<file path="config.mk">
export PLATFORM = sky130hd
export DESIGN_NAME = tlv_readout_buffer_unit_flat
export DESIGN_NICKNAME = d
export VERILOG_FILES = /design/src/rtl/tlvrb_pkg.sv /design/src/rtl/tlvrb_if.sv /design/src/rtl/tlvrb_store.sv /design/src/rtl/tlv_readout_buffer_unit.sv /design/src/flat_wrapper.sv
export SDC_FILE = /design/constraint.sdc
export NUM_CORES = 1
export LEC_CHECK = 0
export BUFFER_PORTS_ARGS = -buffer_cell sky130_fd_sc_hd__buf_2
export CORE_ASPECT_RATIO = 0.9
export CORE_MARGIN = 5
export CORE_UTILIZATION = 30
export CTS_CLUSTER_SIZE = 25
export DETAILED_ROUTE_END_ITERATION = 12
export REMOVE_ABC_BUFFERS = 1
export SLEW_MARGIN = 15
export SYNTH_ARGS = -nofsm -noshare
export SYNTH_HDL_FRONTEND = slang
export SYNTH_SLANG_ARGS = --single-unit
export TNS_END_PERCENT = 10
</file>
<file path="constraint.sdc">
create_clock -name clk -period 7.6 [get_ports clk]
set_clock_uncertainty 0.2 [all_clocks]
set_input_delay 0.38 -clock clk [delete_from_list [all_inputs] [get_ports clk]]
set_output_delay 0.38 -clock clk [all_outputs]
set_load 0.02 [all_outputs]
</file>
<file path="src/rtl/tlvrb_pkg.sv">
`timescale 1ns / 1ps

package tlvrb_pkg;

  localparam int unsigned BYTE_W = 8;
  localparam int unsigned LEN_W  = 5;
  localparam int unsigned IDX_W  = 4;
  localparam int unsigned OP_W   = 2;

  typedef enum logic [OP_W-1:0] {
    OP_WRITE   = 2'd0,
    OP_PUBLISH = 2'd1,
    OP_READ    = 2'd2,
    OP_RESET   = 2'd3
  } op_t;

  typedef enum logic [1:0] {
    PH_PENDING     = 2'd0,
    PH_TYPE_SENT   = 2'd1,
    PH_LENGTH_SENT = 2'd2,
    PH_IDLE        = 2'd3
  } phase_t;

endpackage

</file>
<file path="src/rtl/tlvrb_if.sv">
`timescale 1ns / 1ps

interface tlvrb_in_if;
  logic                            valid;
  logic                            ready;
  logic [tlvrb_pkg::OP_W-1:0]      op;
  logic [tlvrb_pkg::IDX_W-1:0]     byte_index;
  logic [tlvrb_pkg::BYTE_W-1:0]    byte_value;
  logic [tlvrb_pkg::BYTE_W-1:0]    type_code;
  logic [tlvrb_pkg::LEN_W-1:0]     payload_length;

  modport source (
    output valid, op, byte_index, byte_value, type_code, payload_length,
    input  ready
  );
  modport sink (
    input  valid, op, byte_index, byte_value, type_code, payload_length,
    output ready
  );
endinterface

interface tlvrb_out_if;
  logic                            valid;
  logic                            ready;
  logic [tlvrb_pkg::BYTE_W-1:0]    read_byte;
  logic                            accepted;
  logic                            pending;
  logic                            last_byte;

  modport source (
    output valid, read_byte, accepted, pending, last_byte,
    input  ready
  );
  modport sink (
    input  valid, read_byte, accepted, pending, last_byte,
    output ready
  );
endinterface

</file>
<file path="src/rtl/tlvrb_store.sv">
`timescale 1ns / 1ps

module tlvrb_store #(
  parameter int unsigned DEPTH  = 16,
  parameter int unsigned ADDR_W = 4
) (
  input  logic                         clk,
  input  logic                         wr_en,
  input  logic [ADDR_W-1:0]            wr_addr,
  input  logic [tlvrb_pkg::BYTE_W-1:0] wr_data,
  input  logic                         rd_en,
  input  logic [ADDR_W-1:0]            rd_addr,
  output logic [tlvrb_pkg::BYTE_W-1:0] rd_data
);

  logic [tlvrb_pkg::BYTE_W-1:0] mem [DEPTH];
  logic [tlvrb_pkg::BYTE_W-1:0] rd_data_r;

  always_ff @(posedge clk) begin
    if (wr_en) begin
      mem[wr_addr] <= wr_data;
    end
  end

  always_ff @(posedge clk) begin
    if (rd_en) begin
      rd_data_r <= mem[rd_addr];
    end
  end

  assign rd_data = rd_data_r;

endmodule

</file>
<file path="src/rtl/tlv_readout_buffer_unit.sv">
`timescale 1ns / 1ps

// Channel   Dir  Handshake      Payload
// in_ch     in   valid/ready    op, byte_index, byte_value, type_code, payload_length
// out_ch    out  valid/ready    read_byte, accepted, pending, last_byte
// cfg       in   cfg_we         cfg_wdata (no-data type code)
//
// State is updated at the accepting edge and the result word is registered there,
// so a word can be accepted on every cycle while the result word is not stalled.
// Payload bytes come from a store with separate write and read ports whose registered
// read data is captured at the same edge as the rest of the result word.
// A word is accepted only when the result register is empty or is being drained.
// rst_n is synchronous; it clears phase, byte counter, no-data code and result valid.

module tlv_readout_buffer_unit #(
  parameter int unsigned STORE_DEPTH = 16
) (
  input  logic                         clk,
  input  logic                         rst_n,
  tlvrb_in_if.sink                     in_ch,
  tlvrb_out_if.source                  out_ch,
  input  logic                         cfg_we,
  input  logic [tlvrb_pkg::BYTE_W-1:0] cfg_wdata
);

  localparam int unsigned ADDR_W = (STORE_DEPTH > 1) ? $clog2(STORE_DEPTH) : 1;

  tlvrb_pkg::phase_t                phase_r, phase_nxt;
  logic [tlvrb_pkg::BYTE_W-1:0]     type_r, type_nxt;
  logic [tlvrb_pkg::LEN_W-1:0]      length_r, length_nxt;
  logic [tlvrb_pkg::LEN_W-1:0]      sent_r, sent_nxt;
  logic [tlvrb_pkg::BYTE_W-1:0]     no_data_r;

  logic                             out_valid_r;
  logic [tlvrb_pkg::BYTE_W-1:0]     byte_r, byte_nxt;
  logic                             use_mem_r, use_mem_nxt;
  logic                             acc_r, acc_nxt;
  logic                             pend_r;
  logic                             last_r, last_nxt;

  logic                             in_take;
  logic                             store_wr;
  logic                             store_rd;
  logic [tlvrb_pkg::BYTE_W-1:0]     store_data;
  logic                             publish_ok;
  logic                             have_byte;
  logic [tlvrb_pkg::LEN_W:0]        sent_inc;

  assign in_ch.ready = !out_valid_r || out_ch.ready;
  assign in_take     = in_ch.valid && in_ch.ready;

  assign publish_ok = (phase_r == tlvrb_pkg::PH_IDLE) &&
                      (32'(in_ch.payload_length) <= STORE_DEPTH);
  assign have_byte  = (sent_r < length_r) && (32'(sent_r) < STORE_DEPTH);
  assign sent_inc   = {1'b0, sent_r} + {{tlvrb_pkg::LEN_W{1'b0}}, 1'b1};

  assign store_wr = in_take && (in_ch.op == tlvrb_pkg::OP_WRITE) &&
                    (32'(in_ch.byte_index) < STORE_DEPTH);
  assign store_rd = in_take && (in_ch.op == tlvrb_pkg::OP_READ) &&
                    (phase_r == tlvrb_pkg::PH_LENGTH_SENT) && have_byte;

  tlvrb_store #(
    .DEPTH  (STORE_DEPTH),
    .ADDR_W (ADDR_W)
  ) u_store (
    .clk     (clk),
    .wr_en   (store_wr),
    .wr_addr (ADDR_W'(in_ch.byte_index)),
    .wr_data (in_ch.byte_value),
    .rd_en   (store_rd),
    .rd_addr (ADDR_W'(sent_r)),
    .rd_data (store_data)
  );

  // Phase sequencing.
  always_comb begin
    phase_nxt = phase_r;
    unique case (in_ch.op)
      tlvrb_pkg::OP_WRITE: begin
        phase_nxt = phase_r;
      end
      tlvrb_pkg::OP_PUBLISH: begin
        if (publish_ok) begin
          phase_nxt = tlvrb_pkg::PH_PENDING;
        end
      end
      tlvrb_pkg::OP_READ: begin
        unique case (phase_r)
          tlvrb_pkg::PH_PENDING:   phase_nxt = tlvrb_pkg::PH_TYPE_SENT;
          tlvrb_pkg::PH_TYPE_SENT: phase_nxt = tlvrb_pkg::PH_LENGTH_SENT;
          tlvrb_pkg::PH_LENGTH_SENT: begin
            if (!have_byte || (sent_inc >= {1'b0, length_r})) begin
              phase_nxt = tlvrb_pkg::PH_IDLE;
            end
          end
          tlvrb_pkg::PH_IDLE:      phase_nxt = tlvrb_pkg::PH_IDLE;
          default:                 phase_nxt = tlvrb_pkg::PH_IDLE;
        endcase
      end
      tlvrb_pkg::OP_RESET: begin
        if (phase_r != tlvrb_pkg::PH_PENDING) begin
          phase_nxt = tlvrb_pkg::PH_IDLE;
        end
      end
      default: phase_nxt = phase_r;
    endcase
  end

  // Record registers and result word.
  always_comb begin
    type_nxt    = type_r;
    length_nxt  = length_r;
    sent_nxt    = sent_r;
    byte_nxt    = '0;
    use_mem_nxt = 1'b0;
    acc_nxt     = 1'b0;
    last_nxt    = 1'b0;
    unique case (in_ch.op)
      tlvrb_pkg::OP_WRITE: begin
        byte_nxt = '0;
      end
      tlvrb_pkg::OP_PUBLISH: begin
        if (publish_ok) begin
          type_nxt   = in_ch.type_code;
          length_nxt = in_ch.payload_length;
          sent_nxt   = '0;
          acc_nxt    = 1'b1;
        end
      end
      tlvrb_pkg::OP_READ: begin
        unique case (phase_r)
          tlvrb_pkg::PH_PENDING:   byte_nxt = type_r;
          tlvrb_pkg::PH_TYPE_SENT: byte_nxt = tlvrb_pkg::BYTE_W'(length_r);
          tlvrb_pkg::PH_LENGTH_SENT: begin
            if (have_byte) begin
              use_mem_nxt = 1'b1;
              sent_nxt    = sent_inc[tlvrb_pkg::LEN_W-1:0];
            end else begin
              byte_nxt = no_data_r;
            end
            if (!have_byte || (sent_inc >= {1'b0, length_r})) begin
              sent_nxt = '0;
              last_nxt = 1'b1;
            end
          end
          tlvrb_pkg::PH_IDLE:      byte_nxt = no_data_r;
          default:                 byte_nxt = no_data_r;
        endcase
      end
      tlvrb_pkg::OP_RESET: begin
        if (phase_r != tlvrb_pkg::PH_PENDING) begin
          sent_nxt = '0;
        end
      end
      default: byte_nxt = '0;
    endcase
  end

  always_ff @(posedge clk) begin
    if (!rst_n) begin
      phase_r     <= tlvrb_pkg::PH_IDLE;
      sent_r      <= '0;
      no_data_r   <= '0;
      out_valid_r <= 1'b0;
    end else begin
      if (cfg_we) begin
        no_data_r <= cfg_wdata;
      end
      if (in_take) begin
        phase_r <= phase_nxt;
        sent_r  <= sent_nxt;
      end
      if (in_ch.ready) begin
        out_valid_r <= in_ch.valid;
      end
    end
  end

  always_ff @(posedge clk) begin
    if (in_take) begin
      type_r    <= type_nxt;
      length_r  <= length_nxt;
      byte_r    <= byte_nxt;
      use_mem_r <= use_mem_nxt;
      acc_r     <= acc_nxt;
      pend_r    <= (phase_nxt == tlvrb_pkg::PH_PENDING);
      last_r    <= last_nxt;
    end
  end

  assign out_ch.valid     = out_valid_r;
  assign out_ch.read_byte = use_mem_r ? store_data : byte_r;
  assign out_ch.accepted  = acc_r;
  assign out_ch.pending   = pend_r;
  assign out_ch.last_byte = last_r;

endmodule

</file>
<file path="src/flat_wrapper.sv">
// flat-port wrapper written by rule: the top's interface ports become plain ports
module tlv_readout_buffer_unit_flat 
#(
  parameter int unsigned STORE_DEPTH = 16
)
  (clk, rst_n, cfg_we, cfg_wdata, in_ch_valid, in_ch_op, in_ch_byte_index, in_ch_byte_value, in_ch_type_code, in_ch_payload_length, in_ch_ready, out_ch_valid, out_ch_read_byte, out_ch_accepted, out_ch_pending, out_ch_last_byte, out_ch_ready);
  tlvrb_in_if in_ch_i ();
  tlvrb_out_if out_ch_i ();
  input  logic clk;
  input  logic rst_n;
  input  logic cfg_we;
  input  logic [tlvrb_pkg::BYTE_W-1:0] cfg_wdata;
  input wire logic [$bits(in_ch_i.valid)-1:0] in_ch_valid;
  input wire logic [$bits(in_ch_i.op)-1:0] in_ch_op;
  input wire logic [$bits(in_ch_i.byte_index)-1:0] in_ch_byte_index;
  input wire logic [$bits(in_ch_i.byte_value)-1:0] in_ch_byte_value;
  input wire logic [$bits(in_ch_i.type_code)-1:0] in_ch_type_code;
  input wire logic [$bits(in_ch_i.payload_length)-1:0] in_ch_payload_length;
  output wire logic [$bits(in_ch_i.ready)-1:0] in_ch_ready;
  output wire logic [$bits(out_ch_i.valid)-1:0] out_ch_valid;
  output wire logic [$bits(out_ch_i.read_byte)-1:0] out_ch_read_byte;
  output wire logic [$bits(out_ch_i.accepted)-1:0] out_ch_accepted;
  output wire logic [$bits(out_ch_i.pending)-1:0] out_ch_pending;
  output wire logic [$bits(out_ch_i.last_byte)-1:0] out_ch_last_byte;
  input wire logic [$bits(out_ch_i.ready)-1:0] out_ch_ready;
  assign in_ch_i.valid = in_ch_valid;
  assign in_ch_i.op = in_ch_op;
  assign in_ch_i.byte_index = in_ch_byte_index;
  assign in_ch_i.byte_value = in_ch_byte_value;
  assign in_ch_i.type_code = in_ch_type_code;
  assign in_ch_i.payload_length = in_ch_payload_length;
  assign in_ch_ready = in_ch_i.ready;
  assign out_ch_valid = out_ch_i.valid;
  assign out_ch_read_byte = out_ch_i.read_byte;
  assign out_ch_accepted = out_ch_i.accepted;
  assign out_ch_pending = out_ch_i.pending;
  assign out_ch_last_byte = out_ch_i.last_byte;
  assign out_ch_i.ready = out_ch_ready;
  tlv_readout_buffer_unit #(.STORE_DEPTH(STORE_DEPTH)) u_core (.clk(clk), .rst_n(rst_n), .in_ch(in_ch_i), .out_ch(out_ch_i), .cfg_we(cfg_we), .cfg_wdata(cfg_wdata));
endmodule
</file>
* Word-level counts from Yosys, hierarchy flattened
Memory sizes are Yosys's and may differ from the RTL's. A register that Yosys moved wholly into a read port is not among the register bits. Cells that the tools add are included.
Operators by class: $add $sub $neg 1, magnitude comparators 4, equal/unequal tests 10, multiplexer cells 19, reduce and logical (&&, ||, !) cells 19
Operators by type and width (count):
- 8-bit one-hot mux with 4 select lines | 1
- 5-bit two-way mux | 5
- 8-bit two-way mux | 2
- 2-bit one-hot mux with 4 select lines | 2
- 5-bit one-hot mux with 3 select lines | 1
- 2-bit equality test (second input constant) | 4
- 1-bit logical AND | 7
- 5-bit by 1-bit adder with 6-bit output (second input constant) | 1
- 6-bit by 5-bit >= comparator with 1-bit output | 1
- 2-bit logical NOT | 3
- 2-bit two-way mux | 3
- 6-bit AND reduction | 1
- 5-bit less-or-equal comparator (second input constant) | 1
- 5-bit less-than comparator | 1
- 5-bit less-than comparator (second input constant) | 1
- 1-bit two-way mux | 5
- 2-bit by 1-bit equality test with 1-bit output (second input constant) | 2
- 2-bit by 1-bit inequality test with 1-bit output (second input constant) | 2
- 3-bit by 2-bit inequality test with 1-bit output (second input constant) | 1
- 3-bit AND reduction | 1
- 3-bit nonzero test | 1
- 1-bit logical NOT | 2
- 1-bit logical OR | 2
- 2-bit inequality test (second input constant) | 1
- other kinds (2) | 2
Storage, ports and cells: register bits after elaboration 41, bits in writable memories 128, bits of input ports 40, output and inout port bits 13, word-level logic and storage cells 65, memories 1
Memory list:
- u_core.u_store.mem | words 16, width 8, read ports 1, clocked after Yosys merged registers in 1, write ports 1, line tlvrb_store.sv:16 | logic [tlvrb_pkg::BYTE_W-1:0] mem [DEPTH];

* Longest topological paths before layout
Gate-level depths: netlist of the first run.
depth in word-level cells 8, gate-level depth with buffers 10, mapped depth without buffers 8

* Hierarchy
A second synthesis of the first run with hierarchy kept.
Unflattened totals: cells, all modules 414, area, all modules 7334.5 um^2
Modules (own cells, without submodules):
- tlvrb_store | times used 1, cells an instance 229, area an instance 5227.5 um^2, sequential area each 4083.9 um^2
- tlv_readout_buffer_unit | times used 1, cells an instance 185, area an instance 2107.0 um^2, sequential area each 1071.0 um^2

* Worst setup path before layout of the first run
Ideal clock, no wire load.
kind register -> register, from reg u_core.length_r[3] in the netlist's numbering, to reg u_core.u_store.rd_data_r, in the netlist u_core.u_store.rd_data[0] (read register of u_core.u_store.mem), enable pin, library setup time 0.395 ns, arrival time 2.240 ns, required time 7.005 ns, setup slack 4.766 ns, stages on the path, launching flop included 7, path buffers 0, period minus slack after synthesis 2.834 ns, cell sequence edfxtp_1 > inv_1 > ha_1 > a21o_1 > a211oi_1 > nand2_1 > nor4_1
On the way: longest elaborated chain between the ends 3
Ends and longest elaborated chain:
- start, declared | line tlv_readout_buffer_unit.sv:30 | logic [tlvrb_pkg::LEN_W-1:0] length_r, length_nxt;
- start signal, assigned | line tlv_readout_buffer_unit.sv:182 | length_r <= length_nxt;
- 5-bit less-than comparator | line tlv_readout_buffer_unit.sv:54 | assign have_byte = (sent_r < length_r) && (32'(sent_r) < STORE_DEPTH);
- 1-bit logical AND | line tlv_readout_buffer_unit.sv:54
- 1-bit logical AND | line tlv_readout_buffer_unit.sv:60 | (phase_r == tlvrb_pkg::PH_LENGTH_SENT) && have_byte;
- net u_core.store_rd | line tlv_readout_buffer_unit.sv:43 | logic store_rd;
- end, declared | line tlvrb_store.sv:17 | logic [tlvrb_pkg::BYTE_W-1:0] rd_data_r;
The timed path passes the listed nets, and every way through them passes these cells. A chain may end at the register's enable or synchronous reset.

* Worst setup path in the final report of the first run
from reg u_core.sent_r[0] in the netlist's numbering, to reg u_core.sent_r[3] in the netlist's numbering
On the way: longest elaborated chain between the ends 7, elaborated cells on any way between the ends 13, those cells by class add/sub (1); order compare (3); eq/ne (1); mux (4); reduce/logical (4)
Ends and longest elaborated chain:
- start, declared | line tlv_readout_buffer_unit.sv:31 | logic [tlvrb_pkg::LEN_W-1:0] sent_r, sent_nxt;
- start signal, assigned | line tlv_readout_buffer_unit.sv:171 | sent_r <= sent_nxt;
- branches (longest 7 deep; another with 5-bit by 1-bit adder with 6-bit output)
Several ways; the timed one is not identified. The select of a mux whose other input is x is not followed.

==> metrics.csv, run 1 <==
metric;value;unit
status;completed;
TritonCTS Sinks;177;
via count;3788;
sequential fraction of design power;0.539;
number of remaining DRC errors;0;
Reg clk slew, reported paths;0.06;ns
Hold Startpoint;cfg_wdata[2];
RePlAce Congestion;0.781;
Setup WS pre-CTS;4.24;ns
maximum operating frequency;295;MHz
Seq. cell area;5160;sq um
Tcrit/Tclk final;0.446;
Power Internal;1570;uW
proportion of layout cells with a drive suffix above 1;0.294;
number of port buffers;52;
Worst Hold Endpoint;u_core.no_data_r[2]$_SDFFE_PN0P_;
final hold vios;0;
Bufs on Longest Clock Path;2;
Max Cap Viol;0;
RSZ-0062 raised after global routing;false;
worst slew pin tran;1.07;ns
Pleak;0.00284;uW
FFs w/ async S/R, synth;0;
crit path time final;3.39;ns
WS Path Type;flip-flop to flip-flop;
root buf cell;clkbuf_16;
cts hold-fix bufs;14;
diode count;0;
share of the yosys chip area belonging to registers;0.714;
Max VDD drop;0.161;mV
first-pass iteration count of the detailed router;4;
Pwr Density;235;nW/um^2
worst skew pair latency;0.43;ns
drt via density;4.84;
Inst Count DP;737;
wire length per cell;19.2;um
CTS tree;done;
Comb pwr share;0.045;
area taken by multi-input logic gates;1960;sq um
CP Data Arrival Time;3.54;ns
initial antenna violation count;0;
reg2reg end;u_core.sent_r[3]$_SDFFE_PN0P_;
hold_ws;0.0250;ns
CP max FO;38;
Yosys Warn Count;0;
total wire length;15000;um
Distinct cells, synth;46;
number of cells on the worst hold path;3;
Total Power;2000;uW
pin count of the biggest net entering global routing;39;
initial DRC count;308;
first-pass GRT wire length;23800;um
min setup slack post-route;4.21;ns
H-tree depth;4;
ys flop type;edfxtp_1;
Rel. slew slack;0.282;
setup_tns;0;ns
worst reg2reg startpoint;u_core.sent_r[0]$_SDFFE_PN0P_;
initial core utilization;0.307;
Switching Fraction;0.217;
reg-to-reg slack, setup;4.21;ns
post-route antenna net violation count;0;
Post-Layout Cell Count;782;
crit end category;flip-flop;
sw power;434;uW
Worst Reg2Reg Path Length in Cells;8;
highest-count cells in the layout ignoring fill and taps;edfxtp_1, buf_2, mux4_2;
core area;23500;sq um
Hold Crit Class;input pin to flip-flop;
syn_area_per_cell;18.3;sq um
GRT overflow;0;
fillers;2144;
floorplan row count;53;
die area;27300;sq um
vias in the first global route;4062;
DIE WIDTH;174;um
Setup-failing EPs final;0;
Resize count post-CTS;0;
Layout area overhead;18.2;%
Cells after Synth;394;
nets;519;
Clock power frac;0.415;
# Post-CTS Setup Buffers;0;
fin. max-slew vios;0;
startpoint type of the worst setup path;flip-flop;
critical path required time;7.75;ns
Tot GR Track Use;0.114;
IO Count;53;
EDFF count, synth;161;
CTS buffer count;17;
flip-flop and latch count after synthesis;177;
Die H;157;um
mapped cell area;7220;sq um
hpwl dp;10100;um
most common library cell in the layout ignoring fill and taps;edfxtp_1;
## worst max-delay path by stage
stage / start / endpoint / slack (ns) / depth (start not counted)
6_report: u_core.sent_r[0]$_SDFFE_PN0P_ / u_core.sent_r[3]$_SDFFE_PN0P_ / 4.21 / 8
5_1_grt: u_core.sent_r[0]$_SDFFE_PN0P_ / u_core.sent_r[3]$_SDFFE_PN0P_ / 4.05 / 8
4_1_cts: u_core.sent_r[0]$_SDFFE_PN0P_ / u_core.sent_r[3]$_SDFFE_PN0P_ / 4.19 / 8
3_5_place_dp: u_core.sent_r[0]$_SDFFE_PN0P_ / u_core.sent_r[3]$_SDFFE_PN0P_ / 4.24 / 8
3_3_place_gp: u_core.sent_r[0]$_SDFFE_PN0P_ / u_core.sent_r[3]$_SDFFE_PN0P_ / 4.42 / 8
2_1_floorplan: u_core.sent_r[0]$_SDFFE_PN0P_ / u_core.sent_r[3]$_SDFFE_PN0P_ / 3.85 / 6
## final cells by class
class / count / area share
Clock inverter: 12 / 0.0144
Multi-Input combinational cell: 191 / 0.230
Timing Repair Buffer: 72 / 0.0522
Tap cell: 302 / 0.0443
Clock buffer: 19 / 0.0508
Sequential cell: 177 / 0.605
Inverter: 9 / 0.00396
## flip-flops by register name, indices dropped and copies added, names as in the netlist, 2 cells and up
register,cells
u_core.length_r,5
u_core.type_r,8
u_core.u_store.mem,128
u_core.u_store.rd_data,8
u_core.sent_r,5
u_core.no_data_r,8
u_core.byte_r,8
u_core.phase_r,2
## cells in the mapped netlist, types with 2 or more instances
master | n | share of area
ha_1 | 11 | 0.019
o21ai_0 | 2 | 0.0014
o31a_1 | 2 | 0.0024
mux4_2 | 40 | 0.12
a21boi_1 | 5 | 0.0052
clkbuf_1 | 11 | 0.0057
nor4_1 | 2 | 0.0017
a32oi_1 | 3 | 0.0036
nor2_1 | 28 | 0.015
nand2b_1 | 6 | 0.0052
buf_2 | 2 | 0.0014
nand3b_1 | 4 | 0.0042
inv_1 | 8 | 0.0042
nor3_1 | 8 | 0.0055
edfxtp_1 | 161 | 0.67
mux2_2 | 8 | 0.012
buf_4 | 2 | 0.0021
nor2b_1 | 10 | 0.0087
nand3_1 | 5 | 0.0035
nor4b_1 | 2 | 0.0024
buf_1 | 2 | 0.0010
nand2_1 | 14 | 0.0073
xnor2_1 | 2 | 0.0024
mux2i_1 | 13 | 0.018
or4_1 | 2 | 0.0021
or4b_1 | 2 | 0.0028
dfxtp_1 | 16 | 0.044
a31oi_1 | 5 | 0.0043
## critical path, stage by stage (launching register included)
cell and delay, ns:
dfxtp_2 0.32, buf_4 0.55, ha_1 0.36, xor2_1 0.10
ha_1 0.25, a2111oi_0 0.50, o21bai_1 0.32, or4b_1 0.55
a21boi_1 0.15
## power groups by stage
stage | clock network [uW] | registers, uW | logic, uW
2_1_floorplan | 0 | 1100 | 41.0
3_3_place_gp | 0 | 1100 | 83.8
3_5_place_dp | 0 | 1100 | 86.0
4_1_cts | 849 | 1080 | 92.2
5_1_grt | 888 | 1080 | 100
6_report | 832 | 1080 | 91.0
## cell families after synthesis
logic type / synth area share
flops: 0.714
buf+inv: 0.0149
fa+ha+maj: 0.0191
simple gates: 0.0621
mux: 0.155
xor+xnor: 0.00364
compound gates: 0.0309
## metrics by stage
step | area [sq um] | utilization
after CTS | 8520 | 0.362
after floorplan | 7140 | -
final | 8530 | 0.362
after detailed placement | 7830 | 0.333
after global placement | 7830 | 0.333
after global routing | 8530 | 0.362
## per-layer routing
metal	GRT usage	routed length [um]	share of wire
met1	0.154	6940	0.46
met2	0.181	7190	0.48
met3	0.0343	740	0.049
met4	0.0323	134	0.0089
met5	0	0	0
(Power assumes the default switching activity.)
==> inputs of run 2 (changes only) <==
--- a/config.mk
+++ b/config.mk
@@ -5,6 +5,7 @@
 export SDC_FILE = /design/constraint.sdc
 export NUM_CORES = 1
 export LEC_CHECK = 0
+export ABC_AREA = 1
 export BUFFER_PORTS_ARGS = -buffer_cell sky130_fd_sc_hd__buf_2
 export CORE_ASPECT_RATIO = 0.9
 export CORE_MARGIN = 5
==> constraint.sdc (replaced) <==
create_clock -name clk -period 3.3 [get_ports clk]
set_clock_uncertainty 0.2 [all_clocks]
set_input_delay 0.165 -clock clk [delete_from_list [all_inputs] [get_ports clk]]
set_output_delay 0.165 -clock clk [all_outputs]
set_load 0.02 [all_outputs]
==> run 2 against run 1 <==
  * The run now ends with negative hold slack left
  * Cell count grew 29%
  * Flip-flop and latch count stayed put
  * Via count is 31% higher
  * Synthesized area increased by 1.5%
  * Critical endpoint is now u_core.out_ch.last_byte$_SDFFCE_PN0P_
==> metrics.csv, run 2 <==
metric;value;unit
status;finished with violations;
failing checks;negative hold slack;
Setup WS pre-CTS;0.842;ns
startpoint type of the worst setup path;flip-flop;
WS Path Type;flip-flop to flip-flop;
Yosys Warn Count;0;
drt via density;4.91;
crit path time final;2.50;ns
most common library cell in the layout ignoring fill and taps;edfxtp_1;
wire length per cell;17.3;um
worst slew pin tran;0.719;ns
Clock power frac;0.396;
proportion of layout cells with a drive suffix above 1;0.169;
TritonCTS Sinks;177;
GRT overflow;0;
share of the yosys chip area belonging to registers;0.704;
first-pass iteration count of the detailed router;6;
ys flop type;edfxtp_1;
root buf cell;clkbuf_16;
nets;742;
Power Internal;3630;uW
CTS buffer count;17;
pin count of the biggest net entering global routing;67;
floorplan row count;54;
Switching Fraction;0.249;
# Post-CTS Setup Buffers;0;
core area;24100;sq um
fillers;2254;
Tot GR Track Use;0.129;
hold_ws;-0.00138;ns
worst skew pair latency;0.43;ns
Max VDD drop;0.317;mV
RePlAce Congestion;0.891;
min setup slack post-route;0.798;ns
initial core utilization;0.304;
Hold Startpoint;in_ch_byte_value[5];
FFs w/ async S/R, synth;0;
EDFF count, synth;161;
vias in the first global route;4768;
Layout area overhead;21.3;%
Worst path max stage delay;0.57;ns
CTS tree;done;
Inst Count DP;940;
sw power;1210;uW
via count;4966;
Yosys top cell area share;0.660;
max FFs per register;128;
critical path required time;3.29;ns
Worst Hold Endpoint;u_core.u_store.mem[3][5]$_DFFE_PP_;
final hold vios;3;
DIE WIDTH;175;um
Post-Layout Cell Count;1012;
total wire length;17500;um
first-pass GRT wire length;27300;um
CP Data Arrival Time;2.49;ns
sequential fraction of design power;0.518;
Bufs on Longest Clock Path;2;
CP bufs+invs;1;
Hold Crit Class;input pin to flip-flop;
number of port buffers;52;
Setup-failing EPs final;0;
reg-to-reg slack, setup;0.80;ns
maximum operating frequency;400;MHz
CP max FO;11;
commonest cells in the netlist;edfxtp_1, nor2_1, o21ai_0;
crit end category;flip-flop;
Distinct cells, synth;32;
number of remaining DRC errors;0;
Comb pwr share;0.086;
Crit path max-delay family;flip-flops;
initial DRC count;348;
Max Cap Viol;0;
Reg clk slew, reported paths;0.07;ns
Worst path most repeated cell;nand2_1;
number of cells on the worst hold path;1;
reg2reg end;u_core.out_ch.last_byte$_SDFFCE_PN0P_;
syn_area_per_cell;12.2;sq um
most common cell in the netlist;edfxtp_1;
Worst Reg2Reg Path Length in Cells;8;
diode count;0;
Cells after Synth;599;
initial antenna violation count;0;
Rel. slew slack;0.519;
critical-path cell list;clkinv_1 -> xor2_1 -> ha_1 -> a21oi_1 -> nand2_1 -> nand2_1 -> nand2_2 -> and3_1;
Top reg by flops;u_core.u_store.mem;
RSZ-0062 raised after global routing;false;
leading area contributor after synthesis;edfxtp_1;
top area cells in the synthesized netlist;edfxtp_1, nor2_1, o21ai_0;
Tcrit/Tclk final;0.758;
H-tree depth;4;
hpwl dp;11600;um
Pleak;0.00316;uW
CP max-delay cell;dfxtp_1;
IO Count;53;
die area;27600;sq um
Pwr Density;545;nW/um^2
fin. max-slew vios;0;
post-route antenna net violation count;0;
flip-flop and latch count after synthesis;177;
highest-count cells in the layout ignoring fill and taps;edfxtp_1, nor2_1, o21ai_0;
worst reg2reg startpoint;u_core.sent_r[3]$_SDFFE_PN0P_;
Die H;158;um
mapped cell area;7320;sq um
run 2: changes by cell type in the layout (fill, tap and decap cells not counted), moves of 7 or more:
| cell | change |
|---|---|
| mux2i_1 | -13 |
| nor2_1 | +83 |
| nor2b_1 | -10 |
| dlygate4sd3_1 | +26 |
| inv_2 | +7 |
| nand2_1 | +43 |
| nand3_1 | +13 |
| a21oi_1 | +14 |
| o21ai_0 | +74 |
| o221ai_1 | +26 |
| o21ai_1 | +10 |
| inv_1 | +12 |
| mux4_2 | -40 |
| o211ai_1 | +7 |
run 2: layer usage:
layer | wire, um | global-route usage | up-vias | part of all wire
li1 | - | - | 2371 | -
met1 | 7670 | 0.172 | 2391 | 0.44
met2 | 8340 | 0.203 | 162 | 0.48
met3 | 923 | 0.0260 | 42 | 0.053
met4 | 576 | 0.0632 | 0 | 0.033
met5 | 0 | 0 | - | 0
run 2: worst reg2reg max path, stage by stage (launching register included):
cell and delay, ns:
dfxtp_1 0.57, clkinv_1 0.35, xor2_1 0.26, ha_1 0.31, a21oi_1 0.15, nand2_1 0.07
nand2_1 0.13, nand2_2 0.09, and3_1 0.14
run 2: layout make-up:
type | instances | area, sq um | share of cell area
Tap cell | 308 | 385 | 0.0434
Multi-Input combinational cell | 365 | 1940 | 0.218
Timing Repair Buffer | 99 | 713 | 0.0803
Clock buffer | 17 | 425 | 0.0479
Sequential cell | 177 | 5160 | 0.581
Inverter | 31 | 118 | 0.0132
Clock inverter | 15 | 145 | 0.0163
run 2: how the worst max path moves through the flow:
stage,start,end,slack [ns],cells after the start
floorplan,u_core.sent_r[0]$_SDFFE_PN0P_,u_core.u_store.rd_data[0]$_DFFE_PP_,-0.11,6
global placement,u_core.sent_r[3]$_SDFFE_PN0P_,u_core.out_ch.last_byte$_SDFFCE_PN0P_,0.86,8
detailed placement,u_core.sent_r[3]$_SDFFE_PN0P_,u_core.out_ch.last_byte$_SDFFCE_PN0P_,0.84,8
CTS,u_core.sent_r[3]$_SDFFE_PN0P_,u_core.out_ch.last_byte$_SDFFCE_PN0P_,0.83,8
global route,u_core.sent_r[3]$_SDFFE_PN0P_,u_core.sent_r[1]$_SDFFE_PN0P_,0.59,10
finish,u_core.sent_r[3]$_SDFFE_PN0P_,u_core.out_ch.last_byte$_SDFFCE_PN0P_,0.80,8
run 2: stage by stage:
stage	util	hold WS [ns]	setup TNS, ns	instance area [sq um]	total power [uW]
floorplan	-	0.0639	-0.945	7210	2760
global placement	0.328	0.144	0	7910	2930
detailed placement	0.328	0.144	0	7910	2930
CTS	0.368	0.00853	0	8880	4870
global route	0.368	0.0129	0	8880	5020
finish	0.368	-0.00138	0	8880	4840
run 2: repair_timing:
action                                 in CTS  in global routing
hold buffers                               40                  0
endpoints found under the hold margin     141                  0
gates resized for setup                     0                  0
run 2: cells by family (layout without fill, tap and decap cells):
group / after synthesis / in the layout / synth area share
xor+xnor: 3 / 3 / 0.00359
simple gates: 201 / 201 / 0.115
flops: 177 / 177 / 0.704
buf+inv: 57 / 162 / 0.0316
fa+ha+maj: 11 / 11 / 0.0188
compound gates: 142 / 142 / 0.115
mux: 8 / 8 / 0.0123
run 2: power by group through the flow:
stage | Sequential, uW | Clock (uW) | Combinational (uW)
floorplan | 2560 | 0 | 199
global placement | 2560 | 0 | 378
detailed placement | 2560 | 0 | 378
CTS | 2510 | 1950 | 417
global route | 2510 | 2050 | 462
finish | 2510 | 1920 | 416
